## src/cdd_pkg.sv

```systemverilog
// Shared types and constants for the CAN datagram deframer.
package cdd_pkg;

   // Number of peers with sequence tracking (default for the top-level parameter).
   localparam int PEER_COUNT_DEFAULT = 8;

   // Largest data length a frame record may carry.
   localparam int MAX_DATA_BYTES = 8;

   // Widths of the configuration port.
   localparam int CSR_INDEX_W = 2;
   localparam int CSR_DATA_W  = 8;

   // Configuration register indexes.
   localparam logic [CSR_INDEX_W-1:0] CSR_VERSION_CODE = 2'd0;
   localparam logic [CSR_INDEX_W-1:0] CSR_DATA_OPCODE  = 2'd1;
   localparam logic [CSR_INDEX_W-1:0] CSR_BRIDGE_MODE  = 2'd2;

   // Register reset values.
   localparam logic [7:0] VERSION_CODE_RESET = 8'd2;
   localparam logic [7:0] DATA_OPCODE_RESET  = 8'd0;
   localparam logic       BRIDGE_MODE_RESET  = 1'b1;

   // Parser position within a datagram.
   typedef enum logic [3:0] {
      PH_HDR0   = 4'd0,
      PH_HDR1   = 4'd1,
      PH_HDR2   = 4'd2,
      PH_HDR3   = 4'd3,
      PH_HDR4   = 4'd4,
      PH_ID0    = 4'd5,
      PH_ID1    = 4'd6,
      PH_ID2    = 4'd7,
      PH_ID3    = 4'd8,
      PH_LEN    = 4'd9,
      PH_DATA   = 4'd10,
      PH_IGNORE = 4'd11
   } phase_type;

   // Result kinds.
   localparam logic KIND_FRAME = 1'b0;
   localparam logic KIND_LOST  = 1'b1;

endpackage

```

## src/can_datagram_deframer_core.sv

```systemverilog
// Datagram deframer: header check, per-peer sequence tracking and frame record parsing.
// A result reaches rsp_* through the input register and then the result register.
// Throughput: one byte per cycle unless a finished result waits under rsp_stall;
//   while it waits, a byte still enters the input register if that register is empty.
// Reset (synchronous, active high): parser returns to header byte zero, all peer
//   sequence valid bits clear, registers take their reset values; no clearing pass.
module can_datagram_deframer_core
   import cdd_pkg::*;
#(
   parameter int PEER_COUNT = PEER_COUNT_DEFAULT
) (
   input  logic                   clock,
   input  logic                   reset,

   input  logic                   req_valid,
   output logic                   req_stall,
   input  logic [7:0]             req_data_byte,
   input  logic                   req_last_byte,
   input  logic [2:0]             req_peer_index,
   input  logic                   req_link_up,

   output logic                   rsp_valid,
   input  logic                   rsp_stall,
   output logic                   rsp_kind,
   output logic [28:0]            rsp_identifier,
   output logic                   rsp_extended,
   output logic                   rsp_remote,
   output logic [3:0]             rsp_length,
   output logic [63:0]            rsp_payload,
   output logic [6:0]             rsp_lost_count,
   output logic                   rsp_transmit,

   input  logic                   csr_valid,
   output logic                   csr_ready,
   input  logic [CSR_INDEX_W-1:0] csr_index,
   input  logic [CSR_DATA_W-1:0]  csr_data
);

   localparam int PIDX_W = (PEER_COUNT > 1) ? $clog2(PEER_COUNT) : 1;

   // ---------------------------------------------------------------------
   // Configuration registers. Writes must arrive only while the block is idle; the block itself does not enforce this.
   // ---------------------------------------------------------------------
   logic [7:0] version_ff;
   logic [7:0] opcode_ff;
   logic       bridge_ff;

   assign csr_ready = 1'b1;

   always_ff @(posedge clock) begin
      if (reset) begin
         version_ff <= VERSION_CODE_RESET;
         opcode_ff  <= DATA_OPCODE_RESET;
         bridge_ff  <= BRIDGE_MODE_RESET;
      end else if (csr_valid && csr_ready) begin
         case (csr_index)
            CSR_VERSION_CODE: version_ff <= csr_data;
            CSR_DATA_OPCODE:  opcode_ff  <= csr_data;
            CSR_BRIDGE_MODE:  bridge_ff  <= csr_data[0];
            default:          ;
         endcase
      end
   end

   // ---------------------------------------------------------------------
   // Input register. The byte in it is processed (advance) whenever the
   // result register is free or drains this cycle.
   // ---------------------------------------------------------------------
   logic       in_valid_ff;
   logic [7:0] in_byte_ff;
   logic       in_last_ff;
   logic [2:0] in_peer_ff;
   logic       in_link_ff;
   logic       rsp_valid_ff;
   logic       advance;

   assign advance   = in_valid_ff && (!rsp_valid_ff || !rsp_stall);
   assign req_stall = in_valid_ff && !advance;

   always_ff @(posedge clock) begin
      if (reset) begin
         in_valid_ff <= 1'b0;
      end else if (req_valid && !req_stall) begin
         in_valid_ff <= 1'b1;
      end else if (advance) begin
         in_valid_ff <= 1'b0;
      end
   end

   always_ff @(posedge clock) begin
      if (req_valid && !req_stall) begin
         in_byte_ff <= req_data_byte;
         in_last_ff <= req_last_byte;
         in_peer_ff <= req_peer_index;
         in_link_ff <= req_link_up;
      end
   end

   // ---------------------------------------------------------------------
   // Parser state.
   // ---------------------------------------------------------------------
   phase_type        phase_ff, phase_in;
   logic [2:0]       peer_ff, peer_in;
   logic [7:0]       hdr_seq_ff, hdr_seq_in;
   logic [15:0]      frames_ff, frames_in;
   logic [31:0]      id_ff, id_in;
   logic [3:0]       len_ff, len_in;
   logic [63:0]      data_ff, data_in;
   logic [3:0]       pos_ff, pos_in;

   // Per-peer sequence state: valid bits in flops, last sequence in a memory.
   logic [PEER_COUNT-1:0] seq_valid_ff;
   logic [7:0]            seq_mem [PEER_COUNT];
   logic [7:0]            seq_rd_ff;
   logic [PIDX_W-1:0]     seq_rd_addr;
   logic [PIDX_W-1:0]     seq_wr_addr;
   logic                  seq_we;

   // Work signals.
   phase_type   work_phase;
   logic        peer_unknown;
   logic        emit;
   logic        report;
   logic [7:0]  gap;
   logic [15:0] frames_dec;
   logic [3:0]  pos_next;
   logic        frame_rtr;
   logic        frame_ext;

   assign peer_unknown = (32'(in_peer_ff) >= PEER_COUNT);
   assign frame_ext    = id_ff[31];
   assign frame_rtr    = id_ff[30];
   assign frames_dec   = frames_ff - 16'd1;
   assign pos_next     = pos_ff + 4'd1;
   assign gap          = hdr_seq_ff - (seq_rd_ff + 8'd1);
   assign seq_wr_addr  = PIDX_W'(peer_ff);
   assign seq_rd_addr  = PIDX_W'(peer_in);

   always_comb begin
      phase_in   = phase_ff;
      peer_in    = peer_ff;
      hdr_seq_in = hdr_seq_ff;
      frames_in  = frames_ff;
      id_in      = id_ff;
      len_in     = len_ff;
      data_in    = data_ff;
      pos_in     = pos_ff;
      emit       = 1'b0;
      report     = 1'b0;
      seq_we     = 1'b0;
      work_phase = phase_ff;

      if (advance) begin
         // Latch the sender on the first byte; drop datagrams from unknown peers.
         if (phase_ff == PH_HDR0) begin
            peer_in = in_peer_ff;
            if (peer_unknown) begin
               work_phase = PH_IGNORE;
            end
         end
         phase_in = work_phase;

         unique case (work_phase)
            PH_HDR0: begin
               phase_in = (in_byte_ff == version_ff) ? PH_HDR1 : PH_IGNORE;
            end
            PH_HDR1: begin
               phase_in = (in_byte_ff == opcode_ff) ? PH_HDR2 : PH_IGNORE;
            end
            PH_HDR2: begin
               hdr_seq_in = in_byte_ff;
               phase_in   = PH_HDR3;
            end
            PH_HDR3: begin
               frames_in = {in_byte_ff, 8'd0};
               phase_in  = PH_HDR4;
            end
            PH_HDR4: begin
               frames_in = {frames_ff[15:8], in_byte_ff};
               seq_we    = 1'b1;
               // Forward gap of 1..127 is a loss; larger gaps mean a restart.
               report    = seq_valid_ff[seq_wr_addr] && (gap != 8'd0) && !gap[7];
               if (frames_in == 16'd0) begin
                  phase_in = PH_IGNORE;
               end else begin
                  phase_in = PH_ID0;
                  id_in    = 32'd0;
               end
            end
            PH_ID0, PH_ID1, PH_ID2, PH_ID3: begin
               id_in    = {id_ff[23:0], in_byte_ff};
               phase_in = phase_type'(work_phase + 4'd1);
            end
            PH_LEN: begin
               if (in_byte_ff > 8'(MAX_DATA_BYTES)) begin
                  phase_in = PH_IGNORE;
               end else begin
                  len_in  = in_byte_ff[3:0];
                  data_in = 64'd0;
                  pos_in  = 4'd0;
                  if (frame_rtr || in_byte_ff == 8'd0) begin
                     emit = 1'b1;
                  end else begin
                     phase_in = PH_DATA;
                  end
               end
            end
            PH_DATA: begin
               for (int i = 0; i < MAX_DATA_BYTES; i++) begin
                  if (pos_ff[2:0] == 3'(i)) begin
                     data_in[8*i +: 8] = in_byte_ff;
                  end
               end
               pos_in = pos_next;
               if (pos_next >= len_ff) begin
                  emit = 1'b1;
               end
            end
            PH_IGNORE: begin
               phase_in = PH_IGNORE;
            end
            default: begin
               phase_in = PH_IGNORE;
            end
         endcase

         // Frame complete: move to the next record or ignore the rest.
         if (emit) begin
            frames_in = frames_dec;
            if (frames_dec == 16'd0) begin
               phase_in = PH_IGNORE;
            end else begin
               phase_in = PH_ID0;
               id_in    = 32'd0;
            end
         end

         // Restart at header byte zero after the final byte of a datagram.
         if (in_last_ff) begin
            phase_in = PH_HDR0;
         end
      end
   end

   always_ff @(posedge clock) begin
      if (reset) begin
         phase_ff     <= PH_HDR0;
         peer_ff      <= 3'd0;
         hdr_seq_ff   <= 8'd0;
         frames_ff    <= 16'd0;
         id_ff        <= 32'd0;
         len_ff       <= 4'd0;
         data_ff      <= 64'd0;
         pos_ff       <= 4'd0;
         seq_valid_ff <= '0;
      end else begin
         phase_ff   <= phase_in;
         peer_ff    <= peer_in;
         hdr_seq_ff <= hdr_seq_in;
         frames_ff  <= frames_in;
         id_ff      <= id_in;
         len_ff     <= len_in;
         data_ff    <= data_in;
         pos_ff     <= pos_in;
         if (seq_we) begin
            seq_valid_ff[seq_wr_addr] <= 1'b1;
         end
      end
   end

   // Sequence memory: the read tracks the next peer so the data is ready by
   // header byte four; no write lands between that read and its use.
   always_ff @(posedge clock) begin
      if (seq_we) begin
         seq_mem[seq_wr_addr] <= hdr_seq_ff;
      end
      if (advance) begin
         seq_rd_ff <= seq_mem[seq_rd_addr];
      end
   end

   // ---------------------------------------------------------------------
   // Result register. Hold while stalled, load on a producing byte.
   // ---------------------------------------------------------------------
   logic        rsp_valid_in;
   logic        rsp_kind_ff;
   logic [28:0] rsp_ident_ff;
   logic        rsp_ext_ff;
   logic        rsp_rtr_ff;
   logic [3:0]  rsp_len_ff;
   logic [63:0] rsp_payload_ff;
   logic [6:0]  rsp_lost_ff;
   logic        rsp_tx_ff;

   always_comb begin
      if (advance) begin
         rsp_valid_in = emit || report;
      end else if (rsp_stall) begin
         rsp_valid_in = rsp_valid_ff;
      end else begin
         rsp_valid_in = 1'b0;
      end
   end

   always_ff @(posedge clock) begin
      if (reset) begin
         rsp_valid_ff <= 1'b0;
      end else begin
         rsp_valid_ff <= rsp_valid_in;
      end
   end

   always_ff @(posedge clock) begin
      if (advance && report) begin
         rsp_kind_ff    <= KIND_LOST;
         rsp_ident_ff   <= 29'd0;
         rsp_ext_ff     <= 1'b0;
         rsp_rtr_ff     <= 1'b0;
         rsp_len_ff     <= 4'd0;
         rsp_payload_ff <= 64'd0;
         rsp_lost_ff    <= gap[6:0];
         rsp_tx_ff      <= 1'b0;
      end else if (advance && emit) begin
         rsp_kind_ff    <= KIND_FRAME;
         rsp_ident_ff   <= frame_ext ? id_ff[28:0] : {18'd0, id_ff[10:0]};
         rsp_ext_ff     <= frame_ext;
         rsp_rtr_ff     <= frame_rtr;
         rsp_len_ff     <= len_in;
         rsp_payload_ff <= frame_rtr ? 64'd0 : data_in;
         rsp_lost_ff    <= 7'd0;
         rsp_tx_ff      <= bridge_ff && in_link_ff;
      end
   end

   assign rsp_valid      = rsp_valid_ff;
   assign rsp_kind       = rsp_kind_ff;
   assign rsp_identifier = rsp_ident_ff;
   assign rsp_extended   = rsp_ext_ff;
   assign rsp_remote     = rsp_rtr_ff;
   assign rsp_length     = rsp_len_ff;
   assign rsp_payload    = rsp_payload_ff;
   assign rsp_lost_count = rsp_lost_ff;
   assign rsp_transmit   = rsp_tx_ff;

   // ---------------------------------------------------------------------
   // Assertions
   // ---------------------------------------------------------------------
   a_lost_fields_clear: assert property (@(posedge clock) disable iff (reset)
      rsp_valid && rsp_kind == KIND_LOST |->
         rsp_identifier == 29'd0 && rsp_length == 4'd0 && !rsp_transmit &&
         rsp_payload == 64'd0 && rsp_lost_count != 7'd0)
      else $error("lost report carries frame fields");

   a_frame_fields: assert property (@(posedge clock) disable iff (reset)
      rsp_valid && rsp_kind == KIND_FRAME |->
         rsp_lost_count == 7'd0 && rsp_length <= 4'(MAX_DATA_BYTES))
      else $error("frame result out of range");

   a_data_len: assert property (@(posedge clock) disable iff (reset)
      phase_ff == PH_DATA |-> len_ff != 4'd0 && pos_ff < len_ff)
      else $error("data phase with bad length or position");

   a_last_restart: assert property (@(posedge clock) disable iff (reset)
      advance && in_last_ff |=> phase_ff == PH_HDR0)
      else $error("parser did not restart after final byte");

   a_stall_only_when_full: assert property (@(posedge clock) disable iff (reset)
      req_stall |-> in_valid_ff && rsp_valid_ff && rsp_stall)
      else $error("input stalled without back-pressure");

endmodule
```

## config.mk

```make
export PLATFORM = sky130hd
export DESIGN_NAME = can_datagram_deframer_core
export DESIGN_NICKNAME = d
export VERILOG_FILES = /design/src/cdd_pkg.sv /design/src/can_datagram_deframer_core.sv
export SDC_FILE = /design/constraint.sdc
export NUM_CORES = 1
export LEC_CHECK = 0
export ABC_CLOCK_PERIOD_IN_PS = 3000
export BUFFER_PORTS_ARGS = -buffer_cell sky130_fd_sc_hd__buf_4
export CORE_MARGIN = 2
export CORE_UTILIZATION = 53
export CTS_CLUSTER_DIAMETER = 150
export DETAILED_ROUTE_END_ITERATION = 12
export PLACE_DENSITY = 0.81
export SETUP_SLACK_MARGIN = 0.15
export SYNTH_ARGS = -nofsm -noshare
export SYNTH_HDL_FRONTEND = slang
export SYNTH_SLANG_ARGS = --single-unit
```

## constraint.sdc

```tcl
create_clock -name clock -period 3 [get_ports clock]
set_clock_uncertainty 0.05 [all_clocks]
set_input_delay 0.15 -clock clock [delete_from_list [all_inputs] [get_ports clock]]
set_output_delay 0.15 -clock clock [all_outputs]
set_load 0.01 [all_outputs]
```

# == Word-level counts from Yosys, hierarchy flattened ==
# Memories as Yosys holds them, arrays and structs flattened. A register that Yosys moved wholly into a read port is not among the register bits.
# Cells that the tools add are included.
# totals
regBits,283
ram_bits,64
out_inout_bits,111
wordCells,158
n_memories,1
# mem_list
name,words,width,rd,rd_clocked_by_memory_dff,write_ports,line,rtl
seq_mem,8,8,1,1,1,can_datagram_deframer_core.sv:113,logic [7:0] seq_mem [PEER_COUNT];
# op_classes
addsub,5
n_lt_le_gt_ge,4
n_eq_ne,24
muxes,58
n_bitwise,1
n_reduce_logical,38
# ops
op,count
$mux 64,3
$pmux 64 s2,1
$mux 32,3
$mux 8,8
$pmux 32 s2,1
$mux 4,13
$logic_not 16->1,2
$pmux 16 s2,1
$pmux 4 s8,1
$mux 29,1
$mux 1,17
$eq 4x3->1 const B,4
$eq 8x8->1,2
$mux 16,1
$sub 16x1->16 const B,1
$mux 7,2
$eq 3x3->1 const B,4
$eq 4x4->1 const B,3
$reduce_and 2->1,5
$logic_and 1x1->1,9
$add 4x1->4 const B,2
$add 8x1->8 const B,1
$eq 4x2->1 const B,2
$gt 8x4->1 const B,1
other kinds (28),42

# == Logic depth before layout (Yosys ltp) ==
# depth
word_depth,11
mapped_depth,14
mapped_depth_nobuf,10

# == Least setup slack after synthesis ==
# OpenSTA, ideal clock, no wires.
# synth_timing
kind,flip-flop to flip-flop
start,register phase_ff[0]
end,"register seq_rd_ff[0] (read register of seq_mem), data pin"
setup_ns,0.260
arrival_ns,2.722
t_required_ns,2.690
setup_slack_ns,-0.032
stages_incl_launch_ff,9
synth_period_minus_slack_ns,3.032
path_cell_list,dfxtp_1 -> inv_1 -> ha_1 -> clkbuf_1 -> nand3_1 -> mux2i_2 -> buf_2 -> mux4_2 -> mux2_2
# synth_via
elab_chain_len,3
# synth_rtl
item,line,rtl
from (decl),can_datagram_deframer_core.sv:102,"phase_type phase_ff, phase_in;"
from (signal assigned),can_datagram_deframer_core.sv:257,phase_ff <= phase_in;
$logic_not 4->1,can_datagram_deframer_core.sv:155,if (phase_ff == PH_HDR0) begin
$mux 3,can_datagram_deframer_core.sv:155,
$mux 3,can_datagram_deframer_core.sv:153,if (advance) begin
to (decl),can_datagram_deframer_core.sv:114,logic [7:0] seq_rd_ff;
# Every way passes these cells.
# A chain may end at the register's enable or synchronous reset.

# == Worst setup path in the final report ==
# layout_timing
start,register seq_rd_ff[0] (read register of seq_mem)
end,register rsp_payload_ff[10] (netlist: rsp_payload[10])
# layout_via
elab_chain_len,8
word_cells_on_any_way,9
classes_between,2 x add/sub; 2 x mux; 5 x reduce/logical
# layout_rtl
item,line,rtl
$add 8x1->8 *,can_datagram_deframer_core.sv:135,assign gap = hdr_seq_ff - (seq_rd_ff + 8'd1);
$sub 8x8->8 *,can_datagram_deframer_core.sv:135,
$reduce_bool 8->1,can_datagram_deframer_core.sv:182,report = seq_valid_ff[seq_wr_addr] && (gap != 8'd0) && !gap[7];
$logic_and 1x1->1,can_datagram_deframer_core.sv:182,
$logic_and 1x1->1 *,can_datagram_deframer_core.sv:182,
$mux 1 *,can_datagram_deframer_core.sv:163,unique case (work_phase)
$mux 1 *,can_datagram_deframer_core.sv:153,
$logic_and 1x1->1 *,can_datagram_deframer_core.sv:314,if (advance && report) begin
to (signal assigned),can_datagram_deframer_core.sv:329,rsp_payload_ff <= frame_rtr ? 64'd0 : data_in;
to (decl),can_datagram_deframer_core.sv:291,logic [63:0] rsp_payload_ff;
# Mark *: on every way between the ends. The rest lies on a longest branch, timed or not.

==> run metrics <==
final hold vios=0; Nets=1646; Clk pwr share=0.429; first-pass GRT wire length=60100 um; final cell count without fillers=1957; Synth area leader=dfxtp_1; Fillers=1758; Slew Limit Fails=0; WL per Instance=21.4 um; Pwr Density=555 nW/um^2; DR vias=12100; CP dominant cell by count=inv_2; Fin Hold WS=0.124 ns; Cells after Synth=1378; Yosys reg bits=354; GPL Wtd Cong=0.909; NetSw=0.00240 W; most frequent cells after synthesis=nor2_1, dfxtp_1, a21oi_1; Setup-failing EPs final=0; P_int=0.00804 W; combinational group share of total power=0.082; CTS max path bufs=3; layout overhead on the synthesized area=29.0%; Most used DFF post-synth=dfxtp_1; min-delay src=csr_index[0]; min Tclk post-route=2.92 ns; drt pass-1 iters=6; clock sinks=354; Die Span X=170 um; area of placed instances=16400 um^2; final setup TNS=0 ns; diodes inserted=0; vias per cell=6.20; EDFF count, synth=92; startpoint types=flop; initial antenna violation count=0; CTS tree=yes; R2R Path End=rsp_payload[10]$_SDFFE_PP0P_; Starting Density=0.541; H-Tree Depth=2; crit path max-delay cell type=or4_4; crit-path cells=inv_2 > ha_4 > inv_2 > fa_2 > nor2b_2 > o31a_1 > or4_4 > o311a_4 > a31oi_4 > buf_6 > buf_12 > clkbuf_16 > a2111oi_2; residual DRC count=0; IO Pins=139; Avg Inst Size Synth=10.6 um^2; share of layout cells above drive strength 1=0.283; Placed Cells=1842; Sw Ratio=0.230; CP Data Arrival Time=3.26 ns; Crit Path Category=flop to flop; peak supply drop=460 uV; worst rel slew slack=0.382; r2r startpoint=seq_rd_ff[0]$_DFFE_PP_; Num CTS Buffers=36; Overall Global Routing Usage=0.261; clk slew on worst S/H paths=0.06 ns; final WL=41900 um; Seq/Total Area, Yosys=0.549; R2R depth=13; Post-Route Utilization=0.698; Detail Placement HPWL=25100 um; RSZ-0062 raised after global routing=yes; die area=28800 um^2; Die Height=170 um; Synth Net Count=1430; top post-synthesis cells by area=dfxtp_1, edfxtp_1, nor2_1; post-route ant nets=0; crit-path leading delay family=compound AO/OA/AOI/OAI gates; Root Driver=clkbuf_16; P_leak=7.36 nW; crit path capture type=flop; vias in the first global route=11300; CP max FO=6; Worst-Skew Late Latency=0.54 ns; min-delay worst type=input pin to flop; Slew @ Worst Pin=0.927 ns; max-cap violations=0; top-area cell type share of the netlist area=0.360; period utilisation layout=0.972; count leader, synth=nor2_1; fin area=18800 um^2; Slowest Stage Delay on Critical Path=0.43 ns; Rows=60; Reg2Reg Setup Slack=0.08 ns; Starting DRT DRC Count=1173; Netlist cell types=78; Worst Hold Endpoint=version_ff[1]$_SDFFE_PP1P_; Post-Syn Area=14600 um^2; sequential share of power=0.489; status=finished, final reports clean; gr ovfl total=0; maximum clock rate=0.343 GHz; hold path depth=5; total core area=27000 um^2; asr flop ratio synth=0; largest net degree at the start of global routing=84; CP Buf/Inv Count=5; Ys Warns=0; CP required=3.34 ns; I/O Buffers=137
## timing repair
item / in CTS / in global routing
hold endpoints to repair: 53 / 0
resized for setup: 9 / 101
pin swaps: 1 / 19
hold buffers: 25 / 0
cloned: 2 / 9
setup buffers: 1 / 18
setup endpoints to repair: 146 / 159
## worst max-delay path by stage
stage | start | endpoint | slack [ns] | depth (start not counted)
detailed placement | hdr_seq_ff[0]$_SDFFE_PP0P_ | rsp_payload[61]$_SDFFE_PP0P_ | -0.01 | 11
global placement | hdr_seq_ff[0]$_SDFFE_PP0P_ | rsp_payload[17]$_SDFFE_PP0P_ | 0.14 | 11
finish | seq_rd_ff[0]$_DFFE_PP_ | rsp_payload[10]$_SDFFE_PP0P_ | 0.08 | 13
CTS | pos_ff[0]$_SDFFE_PP0P_ | rsp_payload[4]$_SDFFE_PP0P_ | 0.11 | 11
floorplan | phase_ff[0]$_SDFFE_PP0P_ | seq_rd_ff[0]$_DFFE_PP_ | 0.17 | 8
global route | seq_rd_ff[1]$_DFFE_PP_ | rsp_payload[40]$_SDFFE_PP0P_ | -0.09 | 10
## registers in the layout, summed over array words and instances (netlist names), 3 cells and up
signal,cells
data_ff,64
rsp_payload,64
seq_mem,64
id_ff,31
rsp_identifier,29
frames_ff,16
hdr_seq_ff,8
in_byte_ff,8
opcode_ff,8
seq_rd_ff,8
seq_valid_ff,8
version_ff,8
rsp_lost_count,7
len_ff,4
phase_ff,4
pos_ff,4
rsp_length,4
in_peer_ff,3
peer_ff,3
## placed cells by master (no fill, tap or decap), drive strengths merged, types with 23 or more instances in the layout
| cell type | count |
|---|---|
| o21ai | 33 |
| edfxtp | 92 |
| a2111oi | 52 |
| a22o | 31 |
| a21oi | 106 |
| clkbuf | 55 |
| nand2 | 67 |
| mux2i | 33 |
| dfxtp | 262 |
| dlygate4sd3 | 25 |
| ha | 23 |
| nor2 | 269 |
| buf | 244 |
| inv | 33 |
## layout make-up
type                    count  area [um^2]  area share
clock buffers              46          988      0.0526
clock inverters            14          181     0.00965
inverters                  31          116     0.00619
multi-input cells         892         6480       0.345
flip-flops and latches    354         8020       0.426
well taps                 341          427      0.0227
repair buffers            279         2600       0.138
## layer usage
layer | GRT usage | vias to the layer above | wire length (um)
met2 | 0.423 | 644 | 20000
met3 | 0.0351 | 102 | 3500
met1 | 0.367 | 5944 | 17300
met4 | 0.0777 | 0 | 1120
met5 | 0 | - | 0
li1 | - | 5443 | -
## metrics by stage
step                total power [W]  setup slack [ns]
floorplan                   0.00561             0.166
global placement            0.00593             0.137
detailed placement          0.00595           -0.0103
CTS                          0.0104             0.113
global route                 0.0107           -0.0870
finish                       0.0104            0.0827
## worst min-delay path: cells and delay by family
family | cells | cell delay [ns]
AND/OR/NAND/NOR | 2 | 0.12
buffers and inverters | 2 | 0.27
multiplexers | 1 | 0.12
## kinds of logic (layout without fill, tap and decap cells)
| group | count (synthesis) | count (layout) | share of synthesized area |
|---|---|---|---|
| xor+xnor | 25 | 25 | 0.0150 |
| mux | 59 | 59 | 0.0569 |
| fa+ha+maj | 24 | 24 | 0.0211 |
| buf+inv | 132 | 370 | 0.0401 |
| flops | 354 | 354 | 0.549 |
| other cells | 1 | 1 | 0.000257 |
| compound gates | 330 | 330 | 0.179 |
| simple gates | 453 | 453 | 0.138 |
## power by group through the flow
stage                     Sequential [W]  Combinational, W  Clock (W)
final                            0.00510          0.000855    0.00448
after global placement           0.00520          0.000730          0
after detailed placement         0.00520          0.000750          0
after global routing             0.00511          0.000908    0.00468
after floorplan                  0.00521          0.000397          0
after CTS                        0.00510          0.000782    0.00448
No activity file was read; power rests on OpenSTA's default activity.
